==> src/rtl/oaht_pkg.sv <==
// Shared types and constants for the open-addressing hash table.
// Used by every module of the block; depends on nothing.
package oaht_pkg;

   localparam int SLOTS = 256;
   localparam int IDX_W = $clog2(SLOTS);
   localparam int USED_W = $clog2(SLOTS + 1);
   localparam int CMP_W = ((USED_W > 8) ? USED_W : 8) + 1;
   localparam int KEY_W = 32;
   localparam int HASH_W = 32;
   localparam int VALUE_W = 64;
   localparam int Q_DEPTH = 2;
   localparam int Q_PTR_W = $clog2(Q_DEPTH);
   localparam int Q_CNT_W = $clog2(Q_DEPTH + 1);

   localparam logic [7:0] MAX_OCC_RESET = 8'd192;

   localparam logic [1:0] RES_OK = 2'd0;
   localparam logic [1:0] RES_MISSING = 2'd1;
   localparam logic [1:0] RES_FULL = 2'd2;

   localparam logic [1:0] REQ_GET = 2'd0;
   localparam logic [1:0] REQ_SET = 2'd1;
   localparam logic [1:0] REQ_DELETE = 2'd2;

   typedef enum logic [1:0] {
      OP_GET,
      OP_SET,
      OP_DELETE,
      OP_NONE
   } op_type;

   typedef enum logic [1:0] {
      ST_EMPTY,
      ST_LIVE,
      ST_TOMB
   } slot_stat_type;

   typedef enum logic [1:0] {
      ENG_IDLE,
      ENG_PROBE,
      ENG_CHECK,
      ENG_CLEAR
   } eng_state_type;

   typedef struct packed {
      op_type op;
      logic [KEY_W-1:0] key;
      logic [IDX_W-1:0] start;
      logic [VALUE_W-1:0] value;
   } req_item_type;

endpackage

==> src/rtl/oaht_front.sv <==
// Front stage of the hash table: accepts requests, decodes the operation
// and computes the first probe slot. Depends on oaht_pkg.
module oaht_front (
   input  logic clock,
   input  logic reset,
   input  logic req_valid,
   output logic req_stall,
   input  logic [1:0] req_type,
   input  logic [oaht_pkg::KEY_W-1:0] req_key_id,
   input  logic [oaht_pkg::HASH_W-1:0] req_key_hash,
   input  logic [oaht_pkg::VALUE_W-1:0] req_store_value,
   output logic push_valid,
   output oaht_pkg::req_item_type push_item,
   input  logic queue_full
);
   import oaht_pkg::*;

   logic fr_valid_ff, fr_valid_in;
   req_item_type fr_item_ff, fr_item_in;
   logic accept, push;
   op_type op_dec;

   always_comb begin
      case (req_type)
         REQ_GET: op_dec = OP_GET;
         REQ_SET: op_dec = OP_SET;
         REQ_DELETE: op_dec = OP_DELETE;
         default: op_dec = OP_NONE;
      endcase
   end

   assign push = fr_valid_ff && !queue_full;
   assign req_stall = fr_valid_ff && queue_full;
   assign accept = req_valid && !req_stall;

   always_comb begin
      fr_valid_in = fr_valid_ff;
      fr_item_in = fr_item_ff;
      if (push) begin
         fr_valid_in = 1'b0;
      end
      if (accept) begin
         fr_valid_in = 1'b1;
         fr_item_in.op = op_dec;
         fr_item_in.key = req_key_id;
         fr_item_in.start = req_key_hash[IDX_W-1:0];
         fr_item_in.value = req_store_value;
      end
   end

   always_ff @(posedge clock) begin
      if (reset) begin
         fr_valid_ff <= 1'b0;
      end else begin
         fr_valid_ff <= fr_valid_in;
      end
      fr_item_ff <= fr_item_in;
   end

   assign push_valid = push;
   assign push_item = fr_item_ff;

endmodule

==> config.mk <==
export PLATFORM = sky130hd
export DESIGN_NAME = oaht_front
export DESIGN_NICKNAME = d
export VERILOG_FILES = /design/src/rtl/oaht_pkg.sv /design/src/rtl/oaht_front.sv
export SDC_FILE = /design/constraint.sdc
export NUM_CORES = 1
export LEC_CHECK = 0
export ABC_AREA = 1
export BUFFER_PORTS_ARGS = -buffer_cell sky130_fd_sc_hd__buf_4
export CAP_MARGIN = 10
export CORE_MARGIN = 5
export CORE_UTILIZATION = 38
export CTS_CLUSTER_DIAMETER = 50
export CTS_CLUSTER_SIZE = 16
export DETAILED_ROUTE_END_ITERATION = 16
export PLACE_DENSITY = 0.76
export REMOVE_ABC_BUFFERS = 1
export SETUP_SLACK_MARGIN = 0.3
export SYNTH_ARGS = -nofsm -noshare
export SYNTH_HDL_FRONTEND = slang
export SYNTH_SLANG_ARGS = --single-unit
==> constraint.sdc <==
create_clock -name clock -period 18.3 [get_ports clock]
set_input_delay 5.49 -clock clock [delete_from_list [all_inputs] [get_ports clock]]
set_output_delay 5.49 -clock clock [all_outputs]
set_load 0.02 [all_outputs]
==> flow_summary_export.csv <==
group,metric,value,unit
timing,relSlewSlack,55.88,%
timing,tightest_slew,661.8,ps
setup_path,crit_required,12810,ps
timing,finalMaxSlewViolations,0,
clock_network,postCtsHoldBufs,0,
synth,synth-warning-count,0,
synth,synth_top_cell_area_share,98.11,%
final_layout,seq_area,0.003203,mm^2
timing,hold_viol,0,
placed_design,post-dp-hpwl,6.258,mm
routing,routed_wl,7.842,mm
synth,yosysSeqAreaShare,98.73,%
floorplanning,fp-row-count,33,
routing,vias,1983,
setup_path,setup.worst_path.end_class,"output port",
grt,grt_max_degree,55,
power,leakage,0.002197,uW
grt,grt_use_total,14.59,%
setup_path,path_cells,"buf_4 -> nand2_2 -> inv_2 -> buf_4",
setup_path,cp_max_fo,2,
final_layout,fin_area,0.005190,mm^2
floorplanning,die_w,102.4,um
floorplanning,initial_core_util,39.29,%
timing,finalSetupTns,0,ps
final_layout,num-fill-cells,628,
power,vdd_drop_max,48.86,uV
setup_path,critPathLaunchType,"input port",
timing,rsz0062_at_grt,"false",
synth,yosysUniqueCellTypes,8,
hold_path,hold_path.class,"register to register",
power,power_density,92.37,mW/mm^2
routing,avgRoutedWirePerCell,17.27,um
final_layout,multi_input_area,30.03,um^2
floorplanning,dieArea,0.01049,mm^2
final_layout,final_nets,478,
routing,routed_via_density,4.368,
synth,syn-mean-instance-area,27.97,um^2
final_layout,diodes,0,
synth,synthesis.area,0.003244,mm^2
floorplanning,core,0.008258,mm^2
placed_design,post_dp_cell_area,0.005020,mm^2
setup_path,cp_slowest_cell,"buf_4",
clock_network,post_cts_buffers,0,
outcome,outcome,"finished, final reports clean",
clock_network,clockRootBuffer,"clkbuf_8",
clock_network,clkSinkCount,107,
synth,ys_ff_latch,107,
timing,finClkSkew,10.14,ps
grt,overflow,0,
final_layout,areaGrowthSynthToFinish,59.97,%
setup_path,cp.arrival,5890,ps
placed_design,place_congestion,0.6943,
setup_path,cp_common_cell,"buf_4",
synth,syn_inst,116,
clock_network,cts_resized,0,
clock_network,clkTransAtPathRegs,90,ps
run,cap_violations,0,
timing,fmax,0.08786,GHz
timing,period_share,62.19,%
grt,antenna_found_initial,0,
routing,drtAntennaViolNets,0,
clock_network,cts_max_path_buffers,2,
setup_path,cpPeakStageDelay,150,ps
floorplanning,ios,242,
grt,grt_pass1_wl,11.12,mm
setup_path,worstPathBufferInverterCount,3,
final_layout,final_layout_size_suffix_gt1_share,67.62,%
synth,synthTopCellsByArea,"edfxtp_1, dfxtp_1, a21oi_2",
grt,grt_pass1_vias,2081,
final_layout,final_common_cell,"buf_4",
clock_network,cts_made_buffers,9,
synth,synth_top_area_cell,"edfxtp_1",
routing,drc,0,
timing,finalSetupViolCount,0,
setup_path,crit_family,"buffers and inverters",
setup_path,crit_type,"input port to output port",
placed_design,port_buffers,217,
final_layout,final_cell_mix,"buf_4, edfxtp_1, clkbuf_8",
floorplanning,fp.dieH,102.4,um
timing,fin_crit,11380,ps
clock_network,cts_tree,"built",
routing,drt_iter0_drc,42,
clock_network,clkLatencyLatePin,350,ps
clock_network,ctsHtreeMaxLevel,3,
routing,dr.pass1.iters,4,
-- per-layer routing --
metal / vias to the layer above / share of wire [%] / wire (um) / global-route usage [%]
met3: 13 / 16 / 1218 / 7.986
met2: 145 / 51 / 3975 / 24.49
met5: - / 0 / 0 / 0
li1: 913 / - / - / -
met1: 912 / 32 / 2494 / 14.89
met4: 0 / 2.0 / 153 / 6.761
-- worst paths after layout --
kind	slack, ps	end	cells after the start	start
max reg2reg	16830	push_item[95]	4	fr_valid_ff
max	6920	req_stall	4	queue_full
min	490	fr_valid_ff	2	fr_valid_ff
min reg2reg	490	fr_valid_ff	2	fr_valid_ff
-- Yosys cell counts --
library cell  instances
edfxtp_1            106
clkbuf_1              2
inv_1                 2
nor2_1                2
a21oi_2               1
dfxtp_1               1
inv_2                 1
nand2_2               1
-- state kept, by name, summed over array words and instances, names as in the netlist --
signal,flops
fr_valid_ff,1
push_item,106
-- worst reg2reg max path, delay by kind of cell, from the launching register on --
family / cells / cell delay (ps)
flops: 1 / 330
simple gates: 2 / 160
buf+inv: 2 / 590
-- cell type report --
class,instances,area share (%)
Clock inverter,5,0.7473
Timing Repair Buffer,219,31.68
Inverter,3,0.2170
Clock buffer,11,2.531
Multi-Input combinational cell,4,0.5786
Sequential cell,107,61.72
Tap cell,105,2.531
-- metrics by stage --
step                      worst slack (ps)  cells  util (%)  power [uW]  hold slack, ps
after global routing                  6902    454     62.85       500.5           521.9
after global placement                6928    438     60.79       359.1           466.7
after floorplan                       7027    114         -       320.7           453.1
after CTS                             6918    454     62.85       486.0           494.2
final                                 6918    454     62.85       479.4           492.3
after detailed placement              6919    438     60.79       360.7           481.2
-- power by group --
group	total [uW]	leakage, uW	switching (uW)	internal (uW)
combinational	63.5	0.00108	32.3	31.2
sequential	290	0.00103	3.77	286
clock	126	0.0000855	75.3	50.5
total	479	0.00220	111	368
-- kinds of logic after synthesis --
kind of cell	count (synthesis)	share of synthesized area, %
buf+inv	5	0.5785
flops	107	98.73
simple gates	3	0.4244
compound gates	1	0.2700
(Power assumes the default switching activity.)
