==> src/rtl/oaht_pkg.sv <==
// Shared types and constants for the open-addressing hash table.
// Used by every module of the block; depends on nothing.
package oaht_pkg;

   localparam int SLOTS = 256;
   localparam int IDX_W = $clog2(SLOTS);
   localparam int USED_W = $clog2(SLOTS + 1);
   localparam int CMP_W = ((USED_W > 8) ? USED_W : 8) + 1;
   localparam int KEY_W = 32;
   localparam int HASH_W = 32;
   localparam int VALUE_W = 64;
   localparam int Q_DEPTH = 2;
   localparam int Q_PTR_W = $clog2(Q_DEPTH);
   localparam int Q_CNT_W = $clog2(Q_DEPTH + 1);

   localparam logic [7:0] MAX_OCC_RESET = 8'd192;

   localparam logic [1:0] RES_OK = 2'd0;
   localparam logic [1:0] RES_MISSING = 2'd1;
   localparam logic [1:0] RES_FULL = 2'd2;

   localparam logic [1:0] REQ_GET = 2'd0;
   localparam logic [1:0] REQ_SET = 2'd1;
   localparam logic [1:0] REQ_DELETE = 2'd2;

   typedef enum logic [1:0] {
      OP_GET,
      OP_SET,
      OP_DELETE,
      OP_NONE
   } op_type;

   typedef enum logic [1:0] {
      ST_EMPTY,
      ST_LIVE,
      ST_TOMB
   } slot_stat_type;

   typedef enum logic [1:0] {
      ENG_IDLE,
      ENG_PROBE,
      ENG_CHECK,
      ENG_CLEAR
   } eng_state_type;

   typedef struct packed {
      op_type op;
      logic [KEY_W-1:0] key;
      logic [IDX_W-1:0] start;
      logic [VALUE_W-1:0] value;
   } req_item_type;

endpackage

==> src/rtl/oaht_queue.sv <==
// Short request queue between the front stage and the probe engine.
// Depends on oaht_pkg for the request type and the depth.
module oaht_queue (
   input  logic clock,
   input  logic reset,
   input  logic push_valid,
   input  oaht_pkg::req_item_type push_item,
   output logic queue_full,
   output logic pop_valid,
   output oaht_pkg::req_item_type pop_item,
   input  logic pop_ready
);
   import oaht_pkg::*;

   req_item_type entry_ff [Q_DEPTH];
   logic [Q_PTR_W-1:0] wr_ptr_ff, wr_ptr_in, rd_ptr_ff, rd_ptr_in;
   logic [Q_CNT_W-1:0] count_ff, count_in;
   logic do_push, do_pop;

   assign queue_full = (count_ff == Q_CNT_W'(Q_DEPTH));
   assign pop_valid = (count_ff != '0);
   assign pop_item = entry_ff[rd_ptr_ff];
   assign do_push = push_valid && !queue_full;
   assign do_pop = pop_ready && pop_valid;

   always_comb begin
      wr_ptr_in = wr_ptr_ff;
      rd_ptr_in = rd_ptr_ff;
      count_in = count_ff;
      if (do_push) begin
         wr_ptr_in = (wr_ptr_ff == Q_PTR_W'(Q_DEPTH - 1)) ? '0 : wr_ptr_ff + 1'b1;
      end
      if (do_pop) begin
         rd_ptr_in = (rd_ptr_ff == Q_PTR_W'(Q_DEPTH - 1)) ? '0 : rd_ptr_ff + 1'b1;
      end
      if (do_push && !do_pop) begin
         count_in = count_ff + 1'b1;
      end else if (do_pop && !do_push) begin
         count_in = count_ff - 1'b1;
      end
   end

   always_ff @(posedge clock) begin
      if (reset) begin
         wr_ptr_ff <= '0;
         rd_ptr_ff <= '0;
         count_ff <= '0;
      end else begin
         wr_ptr_ff <= wr_ptr_in;
         rd_ptr_ff <= rd_ptr_in;
         count_ff <= count_in;
      end
      if (do_push) begin
         entry_ff[wr_ptr_ff] <= push_item;
      end
   end

endmodule

==> config.mk <==
export PLATFORM = sky130hd
export DESIGN_NAME = oaht_queue
export DESIGN_NICKNAME = d
export VERILOG_FILES = /design/src/rtl/oaht_pkg.sv /design/src/rtl/oaht_queue.sv
export SDC_FILE = /design/constraint.sdc
export NUM_CORES = 1
export LEC_CHECK = 0
export ABC_CLOCK_PERIOD_IN_PS = 4800
export BUFFER_PORTS_ARGS = -buffer_cell sky130_fd_sc_hd__buf_2
export CORE_UTILIZATION = 35
export DETAILED_ROUTE_END_ITERATION = 7
export GPL_TIMING_DRIVEN = 1
export HOLD_SLACK_MARGIN = 0.08
export PLACE_DENSITY = 0.56
export SYNTH_ARGS = -nofsm -noshare
export SYNTH_HDL_FRONTEND = slang
export SYNTH_SLANG_ARGS = --single-unit
==> constraint.sdc <==
create_clock -name clock -period 4.8 [get_ports clock]
set_input_delay 0.24 -clock clock [delete_from_list [all_inputs] [get_ports clock]]
set_output_delay 0.24 -clock clock [all_outputs]
set_load 0.01 [all_outputs]
==> flow_metrics.py, run 1 <==
metrics = {
    "logic_synthesis": {
        "avgSynthCellArea_um2": 22.6,
        "yosys-top-cells-count": "edfxtp_1, mux2_2, mux2_4",
        "syn-cell-area_mm2": 0.00803,
        "syn_inst": 355,
        "synth_warnings": 0,
        "yosys.area.top_type": "edfxtp_1",
        "synth_seq_area_share_pct": 80.5,
        "synth_edf_count": 212,
        "synth_nets": 466,
        "synth.top_cell.area_share_pct": 79.3,
        "async_reset_ff_share_pct": 0,
        "yosysMostFrequentCell": "edfxtp_1",
        "yosysUniqueCellTypes": 16,
        "synth_seq_cells": 217,
        "yosys-top-cells-area": "edfxtp_1, mux2_2, mux2_4, dfxtp_1, buf_6",
        "synth_ff_type": "edfxtp_1",
    },
    "sta": {
        "fmax_mhz": 341,
        "slew_headroom_pct": 46.5,
        "post-route-period-util_pct": 61.1,
        "fin_worst_skew_ns": 0.0124,
        "finalHoldViolations": 0,
        "worstMarginPinSlew_ns": 0.803,
        "finalSetupViolCount": 0,
        "setup_tns_ns": 0,
        "slew_violations": 0,
        "rsz0062_at_grt": "false",
        "fin_crit_ns": 2.93,
    },
    "global_route": {
        "grt_max_degree": 53,
        "met1_usage_pct": 15.8,
        "grt_use_total_pct": 13.3,
        "grt.busiest_layer": "met2",
        "grt_pass1_wl_mm": 24.5,
        "grt_overflow": 0,
        "grt_pass1_vias": 4858,
        "grtUsageMet3_pct": 3.94,
        "antenna_found_initial": 0,
        "grt_util_met2_pct": 23.2,
    },
    "clock_network": {
        "clock-root-buffer": "clkbuf_16",
        "cts-buffers-inserted": 24,
        "clk-insertion-delay-late_ns": 0.51,
        "cts_setup_buffers": 0,
        "cts_tree": "done",
        "cts.path.max_buffers": 3,
        "clk_pin_slew_ns": 0.06,
        "htreeDepth": 1,
        "clock-sinks": 217,
    },
    "floorplanning": {
        "core_mm2": 0.0226,
        "die_h_um": 153,
        "die-area_mm2": 0.0235,
        "fp.dieW_um": 153,
        "fp-row-count": 55,
        "pin_count": 218,
        "start_util_pct": 35.6,
    },
    "power": {
        "power_frac_clock_pct": 30.8,
        "seqPwrFrac_pct": 45.1,
        "leakage_uw": 0.00431,
        "ir_drop_v": 0.000285,
        "p_per_area_mw_per_mm2": 495,
        "pwr-share-comb_pct": 24.2,
        "p_int_uw": 4090,
        "net-switching-power_uw": 1470,
        "swShare_pct": 26.5,
    },
    "drt": {
        "drt_wl_total_mm": 16.0,
        "route.vias.total": 4492,
        "drt-pass1-iter-count": 4,
        "post_drt_wl_per_cell_um": 15.9,
        "drc": 0,
        "ant_nets": 0,
        "dr.first_iter.drc_count": 118,
        "vias_per_cell": 4.48,
    },
    "placed_design": {
        "io_buffer_count": 217,
        "dp_cells": 851,
        "hpwlAfterDp_mm": 10.0,
        "place_congestion": 0.721,
    },
    "final_layout": {
        "final_nets": 810,
        "n_fill_cell": 1887,
        "ff_latch_area_mm2": 0.00647,
        "multi_input_area_mm2": 0.00146,
        "antenna_cells": 0,
        "syn_to_final_growth_pct": 40.1,
        "stdcell_count": 1002,
        "final_layout_size_suffix_gt1_share_pct": 51.5,
    },
    "hold_path": {
        "hold_class": "primary input to flop",
    },
    "setup_path": {
        "path_cells": "buf_4 > mux2_2 > buf_2",
        "cp.arrival_ns": 2.69,
        "cp.required_ns": 4.56,
        "cpPeakStageDelay_ns": 0.87,
        "critPathLaunchType": "flop",
        "crit_path_end_kind": "output port",
        "crit_type": "flop to output port",
        "crit_path_max_fanout": 52,
        "cp_slowest_cell": "dfxtp_4",
    },
    "outcome": {
        "status": "completed",
    },
    "job": {
        "maxCapViolCount": 0,
    },
}
==> critical path, delay by kind of cell (launching register included) <==
kind                   cells  cell delay, ns
buffers and inverters      2            0.84
DFF                        1            0.87
muxes                      1            0.42
==> worst paths after layout <==
kind | start | to | slack [ns] | cells after the start
max | flop | pop_item[93] | 1.87 | 3
max reg2reg | count_ff[1] | entry_ff[0][62] | 2.52 | 4
min reg2reg | wr_ptr_ff | wr_ptr_ff | 0.49 | 2
min | push_valid | wr_ptr_ff | 0.13 | 4
==> state kept, by name, indices dropped and copies added (netlist names), named ones only <==
signal,flops
rd_ptr_ff,1
count_ff,2
entry_ff,212
wr_ptr_ff,1
==> through the flow <==
stage | cell area [um2] | utilization (%) | power, uW | worst slack (ns) | hold slack [ns]
2_1_floorplan | 8030 | - | 3390 | 1.25 | 0.309
3_3_place_gp | 9430 | 41.8 | 3820 | 2.38 | 0.429
3_5_place_dp | 9430 | 41.8 | 3850 | 2.35 | 0.431
4_1_cts | 11200 | 49.8 | 5650 | 1.79 | 0.112
5_1_grt | 11200 | 49.8 | 5820 | 1.70 | 0.173
6_report | 11200 | 49.8 | 5560 | 1.87 | 0.133
==> what timing repair did <==
item | 4_1_cts | 5_1_grt
hold endpoints to repair | 217 | 0
hold buffers | 107 | 0
gates resized for setup | 0 | 0
==> final cells by class <==
cell class                 count  area share [%]
sequential                   217            57.5
timing repair buffer         330            19.6
multi-input combinational    124            13.0
clock buffer                  30            5.82
tap                          285            3.17
clock inverter                14           0.812
inverter                       2          0.0890
==> routing by layer <==
metal / routed length [um] / up-vias
li1: - / 2102
met2: 7730 / 160
met4: 451 / 0
met3: 1090 / 36
met1: 6710 / 2194
met5: 0 / -
==> power groups by stage <==
stage          registers, uW  logic, uW  clock network (uW)
2_1_floorplan           2490        902                   0
3_3_place_gp            2540       1280                   0
3_5_place_dp            2560       1290                   0
4_1_cts                 2520       1370                1760
5_1_grt                 2540       1450                1830
6_report                2510       1340                1710
==> logic make-up (layout without fill, tap and decap cells) <==
kind of cell    Yosys count  count (layout)  share of synthesized area (%)
flops                   217             217                           80.5
fa+ha+maj                 1               1                          0.156
buf+inv                  14             376                           1.31
simple gates              9               9                          0.608
mux                     106             106                           16.7
xor+xnor                  3               3                          0.327
compound gates            5               5                          0.312
==> placed cells by master (no fill, tap or decap), types with 2 or more instances in the layout <==
cell type,instances
buf_2,217
dlygate4sd3_1,107
buf_4,6
dfxtp_1,4
edfxtp_1,212
nor2_1,4
mux2_2,66
mux2_4,40
o21ai_0,3
a21oi_1,2
xor2_1,3
or3_1,2
clkinv_1,5
clkbuf_16,25
clkinv_2,7
clkbuf_1,4
Power figures use the tool's default switching activity.
==> run 2, diff against run 1 <==
- ABC_CLOCK_PERIOD_IN_PS: 4800 -> 2600
- PLACE_DENSITY: 0.56 -> 0.58
- clock period: 4.8 -> 2.6 ns (I/O delays scaled with it)
==> flow_metrics.py, run 2 (synthesis results as in run 1) <==
metrics = {
    "sta": {
        "worstMarginPinSlew_ns": 0.515,
        "fin_ws_ns": 0.425,
        "finalSetupViolCount": 0,
        "rsz0062_at_grt": "false",
        "fmax_mhz": 460,
        "slew_headroom_pct": 65.6,
        "setup_tns_ns": 0,
        "slew_violations": 0,
        "fin_crit_ns": 2.17,
        "post-route-period-util_pct": 83.7,
        "fin_worst_skew_ns": 0.0119,
        "finalHoldViolations": 0,
    },
    "floorplanning": {
        "core_mm2": 0.0226,
        "die_h_um": 153,
        "start_util_pct": 35.6,
        "fp-row-count": 55,
        "pin_count": 218,
        "fp.dieW_um": 153,
        "die-area_mm2": 0.0235,
    },
    "clock_network": {
        "clock-root-buffer": "clkbuf_16",
        "htreeDepth": 1,
        "clock-sinks": 217,
        "cts-buffers-inserted": 23,
        "cts.path.max_buffers": 3,
        "cts_setup_buffers": 0,
        "cts_resized": 0,
        "clk_pin_slew_ns": 0.06,
        "cts_tree": "done",
        "clk-insertion-delay-late_ns": 0.50,
    },
    "setup_path": {
        "cp.arrival_ns": 2.04,
        "crit_path_end_kind": "output port",
        "reg2reg_from": "count_ff[1]",
        "r2r_slack_ns": 0.82,
        "r2r-end": "entry_ff[0][50]",
        "cp.required_ns": 2.47,
        "crit_path_max_fanout": 47,
        "endpoint": "pop_item[104]",
        "crit_type": "flop to output port",
        "r2r_cells": 4,
        "critPathLaunchType": "flop",
    },
    "final_layout": {
        "largest_reg_flops": 212,
        "multi_input_area_mm2": 0.00147,
        "final_nets": 810,
        "top_register": "entry_ff",
        "reg.largest.list": "entry_ff: 212 flops, count_ff: 2 flops",
        "final_cell_mix": "buf_2, edfxtp_1, dlygate4sd3_1, mux2_2, mux2_4",
        "ff_latch_area_mm2": 0.00647,
        "final_common_cell": "buf_2",
        "n_fill_cell": 1874,
        "final_layout_size_suffix_gt1_share_pct": 52.0,
        "antenna_cells": 0,
        "syn_to_final_growth_pct": 41.0,
    },
    "power": {
        "pwr-share-comb_pct": 25.0,
        "p_total_uw": 10300,
        "power_frac_clock_pct": 30.6,
        "leakage_uw": 0.00432,
        "swShare_pct": 26.1,
        "ir_drop_v": 0.000664,
        "p_int_uw": 7650,
        "net-switching-power_uw": 2690,
        "p_per_area_mw_per_mm2": 914,
        "seqPwrFrac_pct": 44.3,
    },
    "drt": {
        "ant_nets": 0,
        "drt_wl_total_mm": 15.3,
        "post_drt_wl_per_cell_um": 15.4,
        "route.vias.total": 4432,
        "vias_per_cell": 4.44,
        "dr.first_iter.drc_count": 192,
        "drt-pass1-iter-count": 4,
        "drc": 0,
    },
    "job": {
        "maxCapViolCount": 0,
    },
    "global_route": {
        "grt_pass1_wl_mm": 23.7,
        "grt_overflow": 0,
        "antenna_found_initial": 0,
        "grt_use_total_pct": 12.7,
        "grt_max_degree": 70,
        "grt_pass1_vias": 4674,
    },
    "placed_design": {
        "place_congestion": 0.705,
        "io_buffer_count": 217,
        "dp_worst_setup_slack_ns": 0.823,
        "hpwlAfterDp_mm": 9.60,
    },
    "outcome": {
        "status": "completed",
    },
    "hold_path": {
        "hold_class": "primary input to flop",
    },
}
-- run 2: through the flow --
stage / hold slack, ns / cell area, um2 / cells / util (%)
global placement: 0.317 / 9500 / 851 / 42.1
global route: 0.138 / 11300 / 998 / 50.1
finish: 0.115 / 11300 / 998 / 50.1
CTS: 0.0816 / 11300 / 998 / 50.1
floorplan: 0.192 / 8050 / 355 / -
detailed placement: 0.322 / 9500 / 851 / 42.1
-- run 2: cell type report --
type	instances	area share [%]
clock inverter	14	1.34
inverter	2	0.0995
tap	285	3.15
multi-input combinational	124	13.0
sequential	217	57.2
clock buffer	25	5.15
timing repair buffer	331	20.1
-- run 2: critical path, stage by stage (launching register included) --
cell	delay [ns]
dfxtp_4	0.63
buf_12	0.32
mux2_2	0.39
buf_2	0.14
-- run 2: how the worst min path moves through the flow --
| stage | from | endpoint | cells past startpoint |
|---|---|---|---|
| finish | pop_ready | flop | 4 |
| global route | pop_ready | rd_ptr_ff | 4 |
| CTS | pop_ready | flop | 4 |
| detailed placement | push_item[21] | entry_ff[1][21] | 1 |
| global placement | push_item[88] | entry_ff[0][88] | 1 |
| floorplan | reset | count_ff[1] | 1 |
-- run 2: per-layer routing --
metal / track usage [%] / vias to the layer above / share of wire, %
met2: 22.1 / 163 / 49
li1: - / 2092 / -
met1: 15.3 / 2149 / 42
met3: 3.20 / 28 / 6.9
met4: 4.62 / 0 / 2.5
met5: 0 / - / 0
-- run 2: power by group through the flow --
stage | sequential [uW] | clock [uW] | combinational (uW)
3_3_place_gp | 4630 | 0 | 2470
2_1_floorplan | 4570 | 0 | 1680
6_report | 4580 | 3170 | 2590
5_1_grt | 4630 | 3390 | 2780
4_1_cts | 4590 | 3260 | 2640
3_5_place_dp | 4660 | 0 | 2500
-- run 2: what timing repair did --
action / CTS / global route
hold buffers: 108 / 0
hold endpoints to repair: 217 / 0
endpoints found under the setup margin: 0 / 0
==> run 3, diff against run 2 <==
- ABC_CLOCK_PERIOD_IN_PS: 2600 -> 2050
- PLACE_DENSITY: 0.58 -> 0.56
- clock period: 2.6 -> 2.05 ns (I/O delays scaled with it)
==> flow_metrics.py, run 3 (synthesis results as in run 1) <==
metrics = {
    "hold_path": {
        "whs_path_depth": 2,
        "hold_class": "primary input to flop",
    },
    "sta": {
        "worstMarginPinSlew_ns": 0.384,
        "rsz0062_at_grt": "false",
        "finalHoldViolations": 0,
        "post-route-period-util_pct": 91.9,
        "fmax_mhz": 531,
        "finalSetupViolCount": 0,
        "fin_worst_skew_ns": 0.00951,
        "setup_tns_ns": 0,
        "slew_headroom_pct": 74.1,
        "fin_crit_ns": 1.88,
        "slew_violations": 0,
    },
    "global_route": {
        "grtUsageMet3_pct": 4.54,
        "grt_max_degree": 54,
        "grt_util_met2_pct": 22.9,
        "grt_use_total_pct": 13.5,
        "grt_overflow": 0,
        "grt.busiest_layer": "met2",
        "grt_pass1_vias": 4771,
        "antenna_found_initial": 0,
        "met1_usage_pct": 16.8,
        "grt_pass1_wl_mm": 25.0,
    },
    "drt": {
        "ant_nets": 0,
        "drc": 0,
        "drt-pass1-iter-count": 4,
        "drt_wl_total_mm": 15.9,
        "dr.first_iter.drc_count": 180,
        "vias_per_cell": 4.43,
        "route.vias.total": 4456,
        "post_drt_wl_per_cell_um": 15.8,
    },
    "power": {
        "p_per_area_mw_per_mm2": 1150,
        "ir_drop_v": 0.000776,
        "leakage_uw": 0.00435,
    },
    "placed_design": {
        "io_buffer_count": 217,
        "hpwlAfterDp_mm": 10.0,
        "dp_cells": 854,
        "place_congestion": 0.716,
    },
    "floorplanning": {
        "fp-row-count": 55,
        "core_mm2": 0.0226,
        "fp.dieW_um": 153,
        "die_h_um": 153,
        "start_util_pct": 35.6,
        "pin_count": 218,
        "die-area_mm2": 0.0235,
    },
    "setup_path": {
        "endpoint": "pop_item[36]",
        "cp.required_ns": 1.95,
        "r2r_cells": 4,
        "crit_path_end_kind": "output port",
        "cp.arrival_ns": 1.78,
        "reg2reg_from": "count_ff[0]",
        "critPathLaunchType": "flop",
        "crit_path_max_fanout": 14,
        "r2r_slack_ns": 0.40,
        "r2r-end": "count_ff[1]",
        "crit_type": "flop to output port",
    },
    "final_layout": {
        "antenna_cells": 0,
        "reg.largest.list": "entry_ff: 212 flops, count_ff: 2 flops",
        "final_cell_mix": "buf_2, edfxtp_1, dlygate4sd3_1, mux2_2, mux2_4",
        "top_register": "entry_ff",
        "final_util_pct": 50.3,
        "syn_to_final_growth_pct": 41.5,
        "final_nets": 816,
        "multi_input_area_mm2": 0.00147,
        "largest_reg_flops": 212,
        "stdcell_count": 1006,
        "final_common_cell": "buf_2",
        "final_layout_size_suffix_gt1_share_pct": 51.3,
        "ff_latch_area_mm2": 0.00647,
        "n_fill_cell": 1912,
    },
    "clock_network": {
        "clk-insertion-delay-late_ns": 0.49,
        "clk_pin_slew_ns": 0.06,
        "cts.path.max_buffers": 3,
        "cts-buffers-inserted": 23,
        "htreeDepth": 1,
        "cts_tree": "done",
        "clock-sinks": 217,
        "clock-root-buffer": "clkbuf_16",
    },
    "job": {
        "maxCapViolCount": 0,
    },
    "outcome": {
        "status": "completed",
    },
}
-- run 3: report_power, final --
part / internal [uW] / switching [uW] / total [uW]
sequential: 5580 / 187 / 5760
clock: 2280 / 1570 / 3840
combinational: 1770 / 1680 / 3450
total: 9630 / 3430 / 13100
-- run 3: critical path: stages, from the launching register on --
cell,delay (ns)
dfxtp_4,0.50
buf_4,0.28
mux2_2,0.37
buf_2,0.14
-- run 3: layout make-up --
type	count	share of cell area, %
clock buffers	24	5.10
inverters	2	0.0991
multi-input cells	124	12.9
flip-flops and latches	217	57.0
well taps	285	3.14
clock inverters	17	1.07
repair buffers	337	20.7
-- run 3: metal layers --
metal	wire length (um)	vias to the layer above	part of all wire, %
met2	7580	163	48
li1	-	2104	-
met5	0	-	0
met1	6740	2162	42
met3	1270	27	8.0
met4	301	0	1.9
-- run 3: how the worst min path moves through the flow --
stage                  startpoint  slack (ns)              end
finish              push_item[87]        0.33  entry_ff[0][87]
global route         push_item[1]        0.31   entry_ff[1][1]
CTS                 push_item[87]        0.30  entry_ff[1][87]
detailed placement  push_item[61]        0.29  entry_ff[0][61]
global placement    push_item[42]        0.29  entry_ff[0][42]
floorplan                   reset        0.16      count_ff[1]
-- run 3: stage by stage --
step	hold slack, ns	total power (uW)	instance area (um2)	worst slack [ns]
5_1_grt	0.314	13700	11400	0.0851
3_5_place_dp	0.294	9180	9550	0.405
4_1_cts	0.299	13200	11400	0.00713
6_report	0.329	13100	11400	0.167
3_3_place_gp	0.290	9100	9550	0.453
2_1_floorplan	0.164	7930	8050	-0.542
-- run 3: what timing repair did --
| action | CTS | global route |
|---|---|---|
| endpoints found under the setup margin | 0 | 12 |
| gates resized for setup | 0 | 0 |
| hold endpoints to repair | 217 | 0 |
| hold buffers | 110 | 0 |
| buffers inserted | 0 | 1 |
